File: src/rtl/core/dfa_edge_table_acceptor_assert.svh
// Assertion macros used by the acceptor sequencer.
`ifndef DFA_EDGE_TABLE_ACCEPTOR_ASSERT_SVH
`define DFA_EDGE_TABLE_ACCEPTOR_ASSERT_SVH

// The consequent must hold in the same cycle as the antecedent.
`define DFAET_ASSERT_SAME(label, ante, cons, msg) \
  label: assert property (@(posedge clk_i) disable iff (!rst_ni) (ante) |-> (cons)) \
    else $error(msg);

// The consequent must hold in the cycle after the antecedent.
`define DFAET_ASSERT_NEXT(label, ante, cons, msg) \
  label: assert property (@(posedge clk_i) disable iff (!rst_ni) (ante) |=> (cons)) \
    else $error(msg);

`endif

File: src/rtl/core/dfaet_pkg.sv
package dfaet_pkg;

  // Fixed field widths of the command and result transactions.
  localparam int unsigned StateW  = 8;
  localparam int unsigned LetterW = 8;
  localparam int unsigned IndexW  = 10;
  localparam int unsigned CountW  = 11;
  localparam int unsigned PaddrW  = 3;
  localparam int unsigned PdataW  = 32;

  // Command codes.
  typedef enum logic [1:0] {
    CMD_EDGE   = 2'd0,
    CMD_FINAL  = 2'd1,
    CMD_LETTER = 2'd2,
    CMD_NOP    = 2'd3
  } cmd_e;

  // Register select, taken from paddr bit 2.
  typedef enum logic {
    REG_START = 1'b0,
    REG_COUNT = 1'b1
  } reg_e;

  // Sequencer states, one-hot.
  typedef enum logic [1:0] {
    ST_IDLE = 2'b01,
    ST_SCAN = 2'b10
  } seq_state_e;

  // Configuration handed from the register block to the sequencer.
  typedef struct packed {
    logic              start_wr;
    logic [StateW-1:0] start_state;
    logic [CountW-1:0] edge_count;
  } cfg_t;

  // One result transaction.
  typedef struct packed {
    logic              alive;
    logic              word_done;
    logic              accepted;
    logic [StateW-1:0] current;
  } res_t;

endpackage

File: src/rtl/core/dfaet_seq.sv
`include "dfa_edge_table_acceptor_assert.svh"

module dfaet_seq #(
  parameter int unsigned MaxEdges   = 1024,
  parameter int unsigned MaxStates  = 256,
  parameter int unsigned LetterBits = 8,
  parameter int unsigned EdgeAddrW  = 10,
  parameter int unsigned EntryW     = 24
) (
  input  logic                          clk_i,
  input  logic                          rst_ni,
  input  dfaet_pkg::cfg_t               cfg_i,
  input  logic                          start,
  output logic                          busy,
  input  logic [1:0]                    command_i,
  input  logic [dfaet_pkg::IndexW-1:0]  edge_index_i,
  input  logic [dfaet_pkg::StateW-1:0]  source_state_i,
  input  logic [dfaet_pkg::LetterW-1:0] edge_letter_i,
  input  logic [dfaet_pkg::StateW-1:0]  target_state_i,
  input  logic                          final_mark_i,
  input  logic                          last_letter_i,
  output logic                          res_valid_o,
  output dfaet_pkg::res_t               res_o,
  output logic                          mem_we_o,
  output logic [EdgeAddrW-1:0]          mem_waddr_o,
  output logic [EntryW-1:0]             mem_wdata_o,
  output logic                          mem_re_o,
  output logic [EdgeAddrW-1:0]          mem_raddr_o,
  input  logic [EntryW-1:0]             mem_rdata_i
);

  localparam int unsigned SW    = dfaet_pkg::StateW;
  localparam int unsigned LB    = (LetterBits < dfaet_pkg::LetterW) ? LetterBits
                                                                   : dfaet_pkg::LetterW;
  localparam int unsigned CW    = $clog2(MaxEdges + 1);
  localparam int unsigned NW    = (CW > dfaet_pkg::CountW) ? CW : dfaet_pkg::CountW;
  localparam int unsigned IXW   = ((EdgeAddrW > dfaet_pkg::IndexW) ? EdgeAddrW
                                                                    : dfaet_pkg::IndexW) + 1;
  localparam int unsigned FD    = (MaxStates < 256) ? MaxStates : 256;
  localparam int unsigned FW    = $clog2(FD);

  dfaet_pkg::seq_state_e state_q, state_d;
  logic [CW-1:0]         addr_q;
  logic                  pend_q;
  logic [LB-1:0]         letter_q;
  logic                  last_q;
  logic [SW-1:0]         present_q;
  logic                  dead_q;
  logic [FD-1:0]         flags_q;
  logic                  res_valid_q;
  dfaet_pkg::res_t       res_q;

  logic                  accept;
  logic                  is_letter;
  logic                  quick;
  logic [NW-1:0]         cnt_ext;
  logic [NW-1:0]         n_wide;
  logic [CW-1:0]         n_lim;
  logic [IXW-1:0]        idx_ext;
  logic                  idx_ok;
  logic                  src_ok;
  logic [SW-1:0]         rd_src;
  logic [LB-1:0]         rd_sym;
  logic [SW-1:0]         rd_dst;
  logic                  match;
  logic                  issue;
  logic                  scan_end;
  logic [SW-1:0]         next_present;
  logic                  next_final;

  // Handshake and command decode.
  assign accept    = start && (state_q == dfaet_pkg::ST_IDLE);
  assign busy      = (state_q != dfaet_pkg::ST_IDLE);
  assign is_letter = (command_i == dfaet_pkg::CMD_LETTER);
  assign quick     = accept && !(is_letter && !dead_q);

  // Scan length: edge_count clamped to the table depth.
  assign cnt_ext = NW'(cfg_i.edge_count);
  assign n_wide  = (cnt_ext > NW'(MaxEdges)) ? NW'(MaxEdges) : cnt_ext;
  assign n_lim   = n_wide[CW-1:0];

  // Edge table write on an edge command.
  assign idx_ext     = IXW'(edge_index_i);
  assign idx_ok      = idx_ext < IXW'(MaxEdges);
  assign mem_we_o    = accept && (command_i == dfaet_pkg::CMD_EDGE) && idx_ok;
  assign mem_waddr_o = idx_ext[EdgeAddrW-1:0];
  assign mem_wdata_o = {source_state_i, edge_letter_i[LB-1:0], target_state_i};

  // Shared compare unit: one table entry is checked per cycle.
  assign rd_src = mem_rdata_i[EntryW-1 -: SW];
  assign rd_sym = mem_rdata_i[SW +: LB];
  assign rd_dst = mem_rdata_i[SW-1:0];
  assign match  = pend_q && (rd_src == present_q) && (rd_sym == letter_q);

  // Read issue and scan termination.
  assign issue       = (state_q == dfaet_pkg::ST_SCAN) && !match && (addr_q < n_lim);
  assign scan_end    = (state_q == dfaet_pkg::ST_SCAN) &&
                       (match || (!pend_q && (addr_q >= n_lim)));
  assign mem_re_o    = issue;
  assign mem_raddr_o = addr_q[EdgeAddrW-1:0];

  // State reached and its final flag.
  assign next_present = match ? rd_dst : present_q;
  assign next_final   = ({1'b0, next_present} < (SW + 1)'(FD)) ?
                        flags_q[next_present[FW-1:0]] : 1'b0;
  assign src_ok       = {1'b0, source_state_i} < (SW + 1)'(FD);

  // Sequencer state.
  always_comb begin
    state_d = state_q;
    unique case (state_q)
      dfaet_pkg::ST_IDLE: begin
        if (accept && is_letter && !dead_q) begin
          state_d = dfaet_pkg::ST_SCAN;
        end
      end
      dfaet_pkg::ST_SCAN: begin
        if (scan_end) begin
          state_d = dfaet_pkg::ST_IDLE;
        end
      end
      default: state_d = dfaet_pkg::ST_IDLE;
    endcase
  end

  always_ff @(posedge clk_i or negedge rst_ni) begin
    if (!rst_ni) begin
      state_q <= dfaet_pkg::ST_IDLE;
      pend_q  <= 1'b0;
    end else begin
      state_q <= state_d;
      pend_q  <= issue;
    end
  end

  // Scan address and the latched letter.
  always_ff @(posedge clk_i) begin
    if (accept) begin
      addr_q   <= '0;
      letter_q <= edge_letter_i[LB-1:0];
      last_q   <= last_letter_i;
    end else if (issue) begin
      addr_q <= CW'(addr_q + 1'b1);
    end
  end

  // Present state and dead flag; a start_state write aborts the word.
  always_ff @(posedge clk_i or negedge rst_ni) begin
    if (!rst_ni) begin
      present_q <= '0;
      dead_q    <= 1'b0;
    end else if (cfg_i.start_wr) begin
      present_q <= cfg_i.start_state;
      dead_q    <= 1'b0;
    end else if (scan_end) begin
      if (last_q) begin
        present_q <= cfg_i.start_state;
        dead_q    <= 1'b0;
      end else begin
        present_q <= next_present;
        dead_q    <= !match;
      end
    end else if (accept && is_letter && dead_q && last_letter_i) begin
      present_q <= cfg_i.start_state;
      dead_q    <= 1'b0;
    end
  end

  // Final flags, cleared at reset.
  always_ff @(posedge clk_i or negedge rst_ni) begin
    if (!rst_ni) begin
      flags_q <= '0;
    end else if (accept && (command_i == dfaet_pkg::CMD_FINAL) && src_ok) begin
      flags_q[source_state_i[FW-1:0]] <= final_mark_i;
    end
  end

  // Result strobe.
  always_ff @(posedge clk_i or negedge rst_ni) begin
    if (!rst_ni) begin
      res_valid_q <= 1'b0;
    end else begin
      res_valid_q <= quick || scan_end;
    end
  end

  // Result payload.
  always_ff @(posedge clk_i) begin
    if (scan_end) begin
      res_q.alive     <= match;
      res_q.word_done <= last_q;
      res_q.accepted  <= last_q && match && next_final;
      res_q.current   <= next_present;
    end else if (quick) begin
      res_q.alive     <= !dead_q;
      res_q.word_done <= is_letter && last_letter_i;
      res_q.accepted  <= 1'b0;
      res_q.current   <= present_q;
    end
  end

  assign res_valid_o = res_valid_q;
  assign res_o       = res_q;

  // A closed word is accepted only if it stayed alive.
  `DFAET_ASSERT_SAME(a_acc_alive, res_valid_q && res_q.accepted,
                     res_q.word_done && res_q.alive, "accepted word not alive or not closed")
  // A live letter always starts a table scan.
  `DFAET_ASSERT_NEXT(a_letter_scans, accept && is_letter && !dead_q,
                     state_q == dfaet_pkg::ST_SCAN, "live letter did not start a scan")
  // Every other transaction answers in the next cycle.
  `DFAET_ASSERT_NEXT(a_quick_result, quick, res_valid_q, "missing one-cycle result")
  // No result is shown while a scan is in progress.
  `DFAET_ASSERT_SAME(a_scan_quiet, state_q == dfaet_pkg::ST_SCAN, !res_valid_q,
                     "result strobe during scan")
  // Closing a word restarts from the start state, alive.
  `DFAET_ASSERT_SAME(a_restart, res_valid_q && res_q.word_done,
                     !dead_q && (present_q == cfg_i.start_state), "word did not restart")

endmodule

File: config.mk
export PLATFORM = sky130hd
export DESIGN_NAME = dfaet_seq
export DESIGN_NICKNAME = d
export VERILOG_FILES = /design/src/rtl/core/dfaet_pkg.sv /design/src/rtl/core/dfaet_seq.sv
export VERILOG_INCLUDE_DIRS = /design/src /design/src/rtl/core
export SDC_FILE = /design/constraint.sdc
export NUM_CORES = 1
export LEC_CHECK = 0
export BUFFER_PORTS_ARGS = -buffer_cell sky130_fd_sc_hd__clkbuf_2
export CAP_MARGIN = 0
export CORE_MARGIN = 1.5
export CORE_UTILIZATION = 60
export CTS_CLUSTER_DIAMETER = 50
export DETAILED_ROUTE_END_ITERATION = 7
export PLACE_DENSITY = 0.87
export SETUP_SLACK_MARGIN = 0.5
export SLEW_MARGIN = 30
export SYNTH_ARGS = -nofsm -noshare
export SYNTH_HDL_FRONTEND = slang
export SYNTH_SLANG_ARGS = --single-unit
File: constraint.sdc
create_clock -name clk_i -period 4.55 [get_ports clk_i]
set_input_delay 0.2275 -clock clk_i [delete_from_list [all_inputs] [get_ports clk_i]]
set_output_delay 0.2275 -clock clk_i [all_outputs]
set_load 0.03 [all_outputs]
==> run summary, run 1 <==
The run finished, with violations left. The final reports fail on design-rule violations, negative hold slack. The worst hold slack across all endpoints came out at -0.0002937 ns. The via density per instance came out at 6.731.

The total number of placement rows came out at 60. The total power is between 6000 and 7000 uW. The clock network latency to the later pin of the worst-skew pair is approximately 0.52 ns.

In the synthesized netlist the dominant register cell turns out to be sky130_fd_sc_hd__dfrtp_1. Once the floorplan was initialized, standard cells occupied approximately three fifths of the core. At the end of the flow, the number of nets in the layout was approximately 2000.

The share of cells above drive strength 1 came out at ~23%. The largest net degree at the start of global routing came out at roughly 170. For this design the static power due to leakage is between 0.008 and 0.009 uW. For the final routed database, the setup TNS stands at 0 ns. Synthesis produced a netlist with a net count of between 1500 and 2000. The proportion of power drawn by flip-flops and latches came out at between 40% and 50%. The path with the worst hold slack has its endpoint at present_q[5]. The average footprint of a synthesized cell came out at slightly below 9 sq um.

The pre-CTS setup slack came out at 0.1474 ns. The max-capacitance violation count came out at 0. The via count of the first global-routing pass is ~15000. The area growth from synthesis to layout came out at 16.01%.

The worst hold path begins at cfg_i[16]. Dividing the final minimum period by the clock period gives 93.37%. In this run, synthesis produced a sequential element count of 300. The total global routing overflow is 0. The post-synthesis cell area came out at between 15000 and 20000 sq um. The sequential cell area in the final layout is 7553 sq um. The switching share of power came out at between 20% and 30%.

The post-route met1 wirelength is 19.17 mm. The highest layer touched by signal routing is met5. In this run the remaining antenna-violating nets after routing total 0.

The count of input and output buffers came out at approximately 110. In the final layout, the multi-input gates occupy ~8100 sq um. The top cell types in the final layout, fill and taps aside, are 484 x sky130_fd_sc_hd__nand2_1, 268 x sky130_fd_sc_hd__dfrtp_1, 224 x sky130_fd_sc_hd__nand3_1.

The filler cell count is 1900. The core footprint is roughly 27000 sq um. At the pin with the least slew margin, the transition time is 0.9991 ns. The final count of hold timing violations is 1. The number of buffers added by the clock tree synthesis step came out at 36. The kind of critical path is flip-flop to flip-flop. The tree is rooted in a sky130_fd_sc_hd__clkbuf_16.

The max-slew violation total from the final report was 0. Across all layers, the routed design uses ~16000 vias. The final setup violation count is 0. The routed wire length on met3 came out at 7.710 mm. At the worst endpoint, the required time is between 4 and 5 ns. The wire length of the first global-routing pass came out at 83.73 mm. After clock tree synthesis, the clock-pin slew on the worst setup and hold paths is roughly 0.07 ns. The maximum clock path buffer count came out at 3. Cell internal power was estimated by the tool at approximately 4700 uW.

The met2 wire length came out at ~25 mm. The hold-critical path depth is 3. The die area came out at around 28000 sq um. In this run the tightest slew margin relative to its limit is between 30 and 40%. The level count of the clock H-tree is 2. TritonCTS built the clock tree. The arrival time of the worst setup path came out at 4.64 ns.

The aggregate routed wire length came out at between 50 and 60 mm. The count of clock tree sinks came out at 300. Counting cells, the worst reg-to-reg path comes to 16.

The min-delay analysis places its worst path in the category primary input to flip-flop. The number of enable-type register cells in the synthesized netlist came out at 20. The worst clock skew on the final layout came out at between 0.02 and 0.025 ns.

The iteration count of the initial detailed-routing pass is 8. The final weighted congestion of routability-driven global placement is ~0.97. The power share of the combinational group came out at 12.7%. The clock network is responsible for between 40% and 50% of the overall power. The final antenna diode count is 0. Setup slack on the worst reg-to-reg path comes out at 0.30 ns.

The maximum fanout count along the critical path is 8. The number of design-rule violations left by the first detailed-router iteration is between 2000 and 3000. The total cell area at the placement stage came out at 17100 sq um. The switching power came out at between 1500 and 2000 uW. The minimum clock period is approximately 4.2 ns.

Synthesis produced 1856 cells. The routed wire length per instance is ~24 um. The floorplan step set the die width to roughly 170 um. The initial antenna violation count came out at 2. IR analysis of the VDD net gives a maximum drop of 0.0002566 V.

Synthesis instantiated 66 different standard cells from the library. The endpoint identified for the worst register-to-register timing path is res_o[8]. The share of synthesized area occupied by flip-flops and latches is between 40% and 50%. The post-route cell area is 18850 sq um. The total routing resource utilization after global routing is 38.66%. The number of DRC violations after detailed routing came out at 1. Leaving out fill and tap cells, the most frequent cell in the layout is sky130_fd_sc_hd__nand2_1. The worst flop-to-flop path startpoint is present_q[0]. The worst setup path is captured at a flip-flop.

For this run, the number of Yosys warnings is 0. The proportion of register bits with asynchronous set or reset after synthesis came out at 89.67%. The half-perimeter wire length after placement came out at between 30 and 40 mm. Setup repair after global routing left no endpoint under its margin.

The startpoint kind of the worst setup timing path is a flip-flop. The vertical extent of the die came out at about 170 um. For this design the top-level I/O count stands at around 140. The ratio of total power to cell area came out at between 300 and 400 nW/um^2. The worst path setup slack after routing is roughly 0.3 ns. The maximum clock rate is around 240 MHz.
==> final cells by class <==
cell class	count	area share [%]
clock buffer	45	5.230
clock inverter	18	1.022
inverter	9	0.1792
multi-input combinational	1379	42.82
sequential	300	40.07
tap	341	2.263
timing repair buffer	211	8.416
==> logic make-up after synthesis <==
logic type,count (synthesis),synth area share (%)
simple gates,905,24.60
flops,300,46.48
compound gates,253,8.893
mux,182,12.26
buf+inv,178,5.443
xor+xnor,26,1.401
fa+ha+maj,12,0.9239
==> power groups by stage <==
stage | combinational (uW) | sequential (uW) | clock [uW]
after floorplan | 423 | 2830 | 0
after global placement | 707 | 2820 | 0
after detailed placement | 717 | 2830 | 0
after CTS | 760 | 2780 | 2890
after global routing | 862 | 2790 | 3010
final | 826 | 2780 | 2900
==> synth_stat cells (all sizes together) (9+ instances only) <==
| library cell | count | area [sq um] |
|---|---|---|
| a21oi | 38 | 193.9 |
| a31oi | 15 | 93.84 |
| and3 | 16 | 100.1 |
| buf | 72 | 486.7 |
| clkbuf | 97 | 364.1 |
| dfrtp | 268 | 6706 |
| dfxtp | 11 | 220.2 |
| edfxtp | 20 | 600.6 |
| ha | 12 | 150.1 |
| mux2 | 136 | 1531 |
| mux2i | 46 | 460.4 |
| nand2 | 487 | 1831 |
| nand2b | 9 | 56.30 |
| nand3 | 224 | 1121 |
| nand4 | 13 | 81.33 |
| nor2 | 79 | 296.5 |
| nor2b | 10 | 62.56 |
| nor3 | 22 | 121.4 |
| nor4 | 13 | 81.33 |
| o21ai | 151 | 755.7 |
| xnor2 | 13 | 113.9 |
| xor2 | 13 | 113.9 |
==> critical path: stages (launching register included) <==
cell and delay, ns:
sky130_fd_sc_hd__dfrtp_1 0.70, sky130_fd_sc_hd__xnor2_2 0.21, sky130_fd_sc_hd__nand4_1 0.22, sky130_fd_sc_hd__nor4b_2 0.41
sky130_fd_sc_hd__nand2_2 0.19, sky130_fd_sc_hd__buf_12 0.18, sky130_fd_sc_hd__buf_4 0.13, sky130_fd_sc_hd__a21oi_4 0.36
sky130_fd_sc_hd__buf_12 0.19, sky130_fd_sc_hd__buf_4 0.17, sky130_fd_sc_hd__nand2_1 0.07, sky130_fd_sc_hd__a31oi_1 0.20
sky130_fd_sc_hd__o21ai_0 0.17, sky130_fd_sc_hd__a311oi_1 0.42, sky130_fd_sc_hd__nor4_2 0.11, sky130_fd_sc_hd__nor4_1 0.25
sky130_fd_sc_hd__or3_1 0.15
==> stage by stage <==
| stage | utilization (%) | std cells |
|---|---|---|
| global placement | 63.77 | 2206 |
| floorplan | - | 1856 |
| CTS | 69.28 | 2290 |
| global route | 70.34 | 2303 |
| finish | 70.34 | 2303 |
| detailed placement | 63.80 | 2206 |
==> sequential cells by signal (all words and copies together), names as in the netlist <==
name / flops
letter_q: 8
dead_q: 1
res_o: 11
pend_q: 1
flags_q: 256
present_q: 8
addr_q: 11
last_q: 1
state_q: 2
res_valid_o: 1
==> timing repair <==
item,4_1_cts,5_1_grt
hold endpoints to repair,107,0
pin swaps,3,11
cloned,3,2
endpoints found under the setup margin,1,1
hold buffers,10,0
gates resized for setup,10,28
buffers inserted,8,11
==> worst max path at each step <==
stage / start / end / slack [ns] / cells past startpoint
after detailed placement: letter_q[1] / res_o[8] / 0.15 / 14
after floorplan: letter_q[1] / res_o[8] / 0.95 / 13
final: present_q[0] / res_o[8] / 0.30 / 16
after global placement: letter_q[1] / res_o[8] / 0.21 / 15
after CTS: letter_q[1] / res_o[8] / 0.50 / 15
after global routing: present_q[0] / res_o[8] / 0.35 / 13
==> metal layers <==
metal  up-vias  GRT usage, %
met5         -             0
met4         2         23.42
met3       352         8.958
met2      1339         60.65
met1      7280         48.95
li1       6529             -
No activity file was read; power rests on OpenSTA's default activity.
==> inputs of run 2 (changes only) <==
--- a/config.mk
+++ b/config.mk
@@ -6,6 +6,7 @@
 export SDC_FILE = /design/constraint.sdc
 export NUM_CORES = 1
 export LEC_CHECK = 0
+export ABC_AREA = 1
 export BUFFER_PORTS_ARGS = -buffer_cell sky130_fd_sc_hd__clkbuf_2
 export CAP_MARGIN = 0
 export CORE_MARGIN = 1.5
==> run 2 against run 1 <==
The run now ends clean; non-clock buffer count is 61 lower; power fell by 1.8%; flip-flop and latch count stayed put; critical path type unchanged; highest routed layer is now met4.
==> run summary, run 2 <==
The flow ran to the end, and the final reports show no timing, DRC or antenna violations. The number of nets at the end of the flow is around 2300. The number of DRC violations after detailed routing came out at 0.

The power share of the combinational group is approximately 13%. The area growth from synthesis to layout is 10.05%. The switching power came out at 1767 uW. For this design, the slowest cell found on the critical path is sky130_fd_sc_hd__dfrtp_1. The worst pin sits at a relative slew slack of roughly a third. The proportion of power drawn by flip-flops and latches came out at between 40% and 50%. The synthesis-stage register bit count is 300. The kind of cell with the highest combined delay along the critical path is simple AND/OR/NAND/NOR gates. The biggest area contributor in the post-synthesis netlist is sky130_fd_sc_hd__dfrtp_1. The iteration count of the initial detailed-routing pass came out at 8. After floorplanning, the core was divided into 60 placement rows. Between clock sinks in the finished design, the worst skew comes to roughly 0.017 ns. The total power is 6394 uW.

Summed over all layers, the routed wires come to approximately 50 mm. Sorting the synthesized cells by area gives the leading types as sky130_fd_sc_hd__dfrtp_1 41%, sky130_fd_sc_hd__nand3_1 16%, sky130_fd_sc_hd__nand2_1 14%. Cell internal power was estimated by the tool at 4627 uW. The core footprint came out at around 27000 sq um. The number of clock buffers added by TritonCTS is 36. The most numerous cell type found on the critical path is sky130_fd_sc_hd__nand3_1. The proportion of register bits with asynchronous set or reset after synthesis came out at roughly nine tenths. The worst setup path is captured at a flip-flop. The max-capacitance violation count came out at 0. Data on the critical path is required at its endpoint by just under 5 ns. Traced cell by cell, the critical path runs through xnor2_1 > nand2_1 > nor2_1 > nand3_4 > nand2_2 > nand2_4 > buf_12 > nand2_1 > nand3_1 > nand3_1 > nand3_1 > nand3_1 > nand3_1 > nand2_1 > nor2_1 > nor2_1 > nor2_1.

The total global routing overflow is 0. The final count of hold timing violations came out at 0. The leakage power came out at 0.007775 uW. The via density per instance came out at around 6.3. Sorting the synthesized cells by how often they occur yields 625 x sky130_fd_sc_hd__nand2_1, 523 x sky130_fd_sc_hd__nand3_1, 268 x sky130_fd_sc_hd__dfrtp_1. The number of library cell types mapped by synthesis came out at 42. The ratio of total power to cell area is 356.7 nW/um^2. The total negative setup slack is 0 ns. The final antenna diode count came out at 0. The count of buffers added on input and output ports is roughly 110. Routability-driven placement finished with a final weighted congestion of between 0.9 and 1. The worst setup path is launched from a flip-flop. The count of yosys warnings during synthesis is 0. The share of cells above drive strength 1 is a little under an eighth.

The total routing resource utilization after global routing came out at 34.35%. The hold buffer count at cts is 10. The transition time of the tightest slew-check pin came out at between 0.9 and 1 ns.

The count of clock tree sinks came out at 300. The number of buffers and inverters on the critical path is 1. The minimum clock period is between 3 and 4 ns. The number of design-rule violations left by the first detailed-router iteration is around 2400.

The most used flip-flop cell after synthesis is sky130_fd_sc_hd__dfrtp_1. The share of synthesized area occupied by flip-flops and latches is between 40% and 50%. The number of placed I/O pins is 144.

The vias after detailed routing came out at around 16000. Ranked by flip-flop count, first place goes to flags_q. Dividing the detail-routed wire length by the instance count gives roughly 19 um. The number of nets still failing antenna checks after routing is 0. The post-synthesis cell area came out at roughly 16000 sq um. The floorplan step defined a die boundary enclosing between 20000 and 30000 sq um. The maximum fanout count along the critical path is 73. The number of gates resized after CTS is 0.

STA puts the critical path data arrival time at about 3.9 ns. The maximum clock rate is ~280 MHz. The die outline width came out at 167.8 um. Leaving out fill and tap cells, the most frequent cell in the layout is sky130_fd_sc_hd__nand2_1. The initial antenna violation count came out at 0.

The fraction of the cycle the final worst path needs came out at 78.69%. Setup repair after global routing left no endpoint under its margin. VDD sags by at most roughly 0.00025 V. The first global-routing pass estimated about 78 mm of wire. The starting density of the core is roughly three fifths. Clock-pin slew was measured on the worst setup and hold paths at 0.06 ns.

The vertical extent of the die is 167.8 um. The flip-flop count of the largest register, all copies and words added is ~260. After legalization and detailed placement, the total HPWL measured approximately 28 mm.

The class of the worst hold path is primary input to flip-flop. In the layout the commonest cells are 623 x sky130_fd_sc_hd__nand2_1, 523 x sky130_fd_sc_hd__nand3_1, 268 x sky130_fd_sc_hd__dfrtp_1. At the later pin of the worst-skew pair, clock insertion delay measures roughly 0.53 ns. The largest net degree at the start of global routing came out at roughly 140. The highest cell delay on the worst timing path is between 0.4 and 0.5 ns. The synthesized net count came out at roughly 2300.

The total setup buffers inserted after CTS is 0. The via count of the first global-routing pass is approximately 15000. The synthesized design contains 20 enable-type register cells. Setup violations remaining at the end of the flow were counted as 0. The switching share of power came out at between 20 and 30%. The top cell type's share of synthesized area is about 41%. The TritonCTS clock tree is yes. The critical path is of the flip-flop to flip-flop type.

The cell with the most instances after synthesis is sky130_fd_sc_hd__nand2_1. The maximum clock path buffer count came out at 3. The relative contribution of the clock network to total power came out at 43.9%. Synthesis produced a netlist whose cell count is between 2000 and 2500. CTS built an H-tree with a depth of 2. The max-slew violation total from the final report came out at 0.

The clock tree root buffer cell is sky130_fd_sc_hd__clkbuf_16. The average footprint of a synthesized cell is 7.540 sq um.
run 2: cell count changes after synthesis, sizes merged, moves of 10 or more:
cell | previous run | this run
buf | 72 | 84
mux2 | 136 | 14
inv | 8 | 82
a21oi | 38 | 17
nor3 | 22 | 6
a31oi | 15 | 5
xor2 | 13 | 1
o21ai | 151 | 268
nand3 | 224 | 524
nor2b | 10 | 0
nand2 | 487 | 630
and3 | 16 | 2
mux2i | 46 | 0
run 2: cells by family (layout without fill, tap and decap cells):
group,Yosys count,after routing,share of synthesized area (%)
compound gates,301,301,9.549
xor+xnor,6,6,0.3227
fa+ha+maj,12,12,0.9218
buf+inv,272,300,8.251
flops,300,300,46.38
mux,14,14,0.9680
simple gates,1255,1255,33.61
run 2: cell type report:
cell class | count | area, sq um
clock buffers | 48 | 1037
clock inverters | 13 | 116.4
fillers | 2043 | 8877
inverters | 89 | 339.1
multi-input cells | 1588 | 7457
flip-flops and latches | 300 | 7553
well taps | 341 | 426.7
repair buffers | 150 | 993.5
run 2: routing by layer:
metal / global-route usage [%] / vias up / share of wire (%)
met5: 0 / - / 0
met1: 44.97 / 7559 / 37
met4: 16.53 / 0 / 4.8
met3: 8.249 / 229 / 12
met2: 53.91 / 1027 / 46
li1: - / 7213 / -
run 2: worst min-delay path, cell delays in order:
cell and delay, ns:
sky130_fd_sc_hd__clkbuf_2 0.08, sky130_fd_sc_hd__inv_1 0.04, sky130_fd_sc_hd__nand2_1 0.05, sky130_fd_sc_hd__nand3_1 0.07, sky130_fd_sc_hd__o21ai_0 0.06
run 2: power groups by stage:
stage,clock network (uW),logic [uW],registers (uW)
6_report,2810,805,2780
5_1_grt,2920,863,2780
4_1_cts,2820,781,2780
3_5_place_dp,0,768,2830
3_3_place_gp,0,755,2830
2_1_floorplan,0,516,2840
run 2: worst paths after layout:
check                             start           end  slack [ns]  depth (start not counted)
setup / recovery           present_q[6]      res_o[8]        0.97                         17
hold / removal                cfg_i[16]  present_q[5]        0.06                          5
setup reg to reg           present_q[6]      res_o[8]        0.97                         17
hold reg to reg            flags_q[157]  flags_q[157]        0.48                          2
max in group asynchronous        rst_ni  flags_q[142]        2.95                          3
min in group asynchronous        rst_ni   flags_q[68]        0.36                          2
run 2: per-stage QoR:
step                hold slack (ns)  util (%)  instances  area [sq um]  worst slack [ns]
detailed placement           0.3675     62.14       2458         16650            0.7738
finish                      0.05854     66.88       2529         17920            0.9695
global placement             0.3596     62.04       2458         16630            0.9988
floorplan                  -0.06809         -       2160         16290             1.204
global route                0.08031     66.88       2529         17920            0.6693
CTS                         0.05018     66.82       2529         17910             1.100
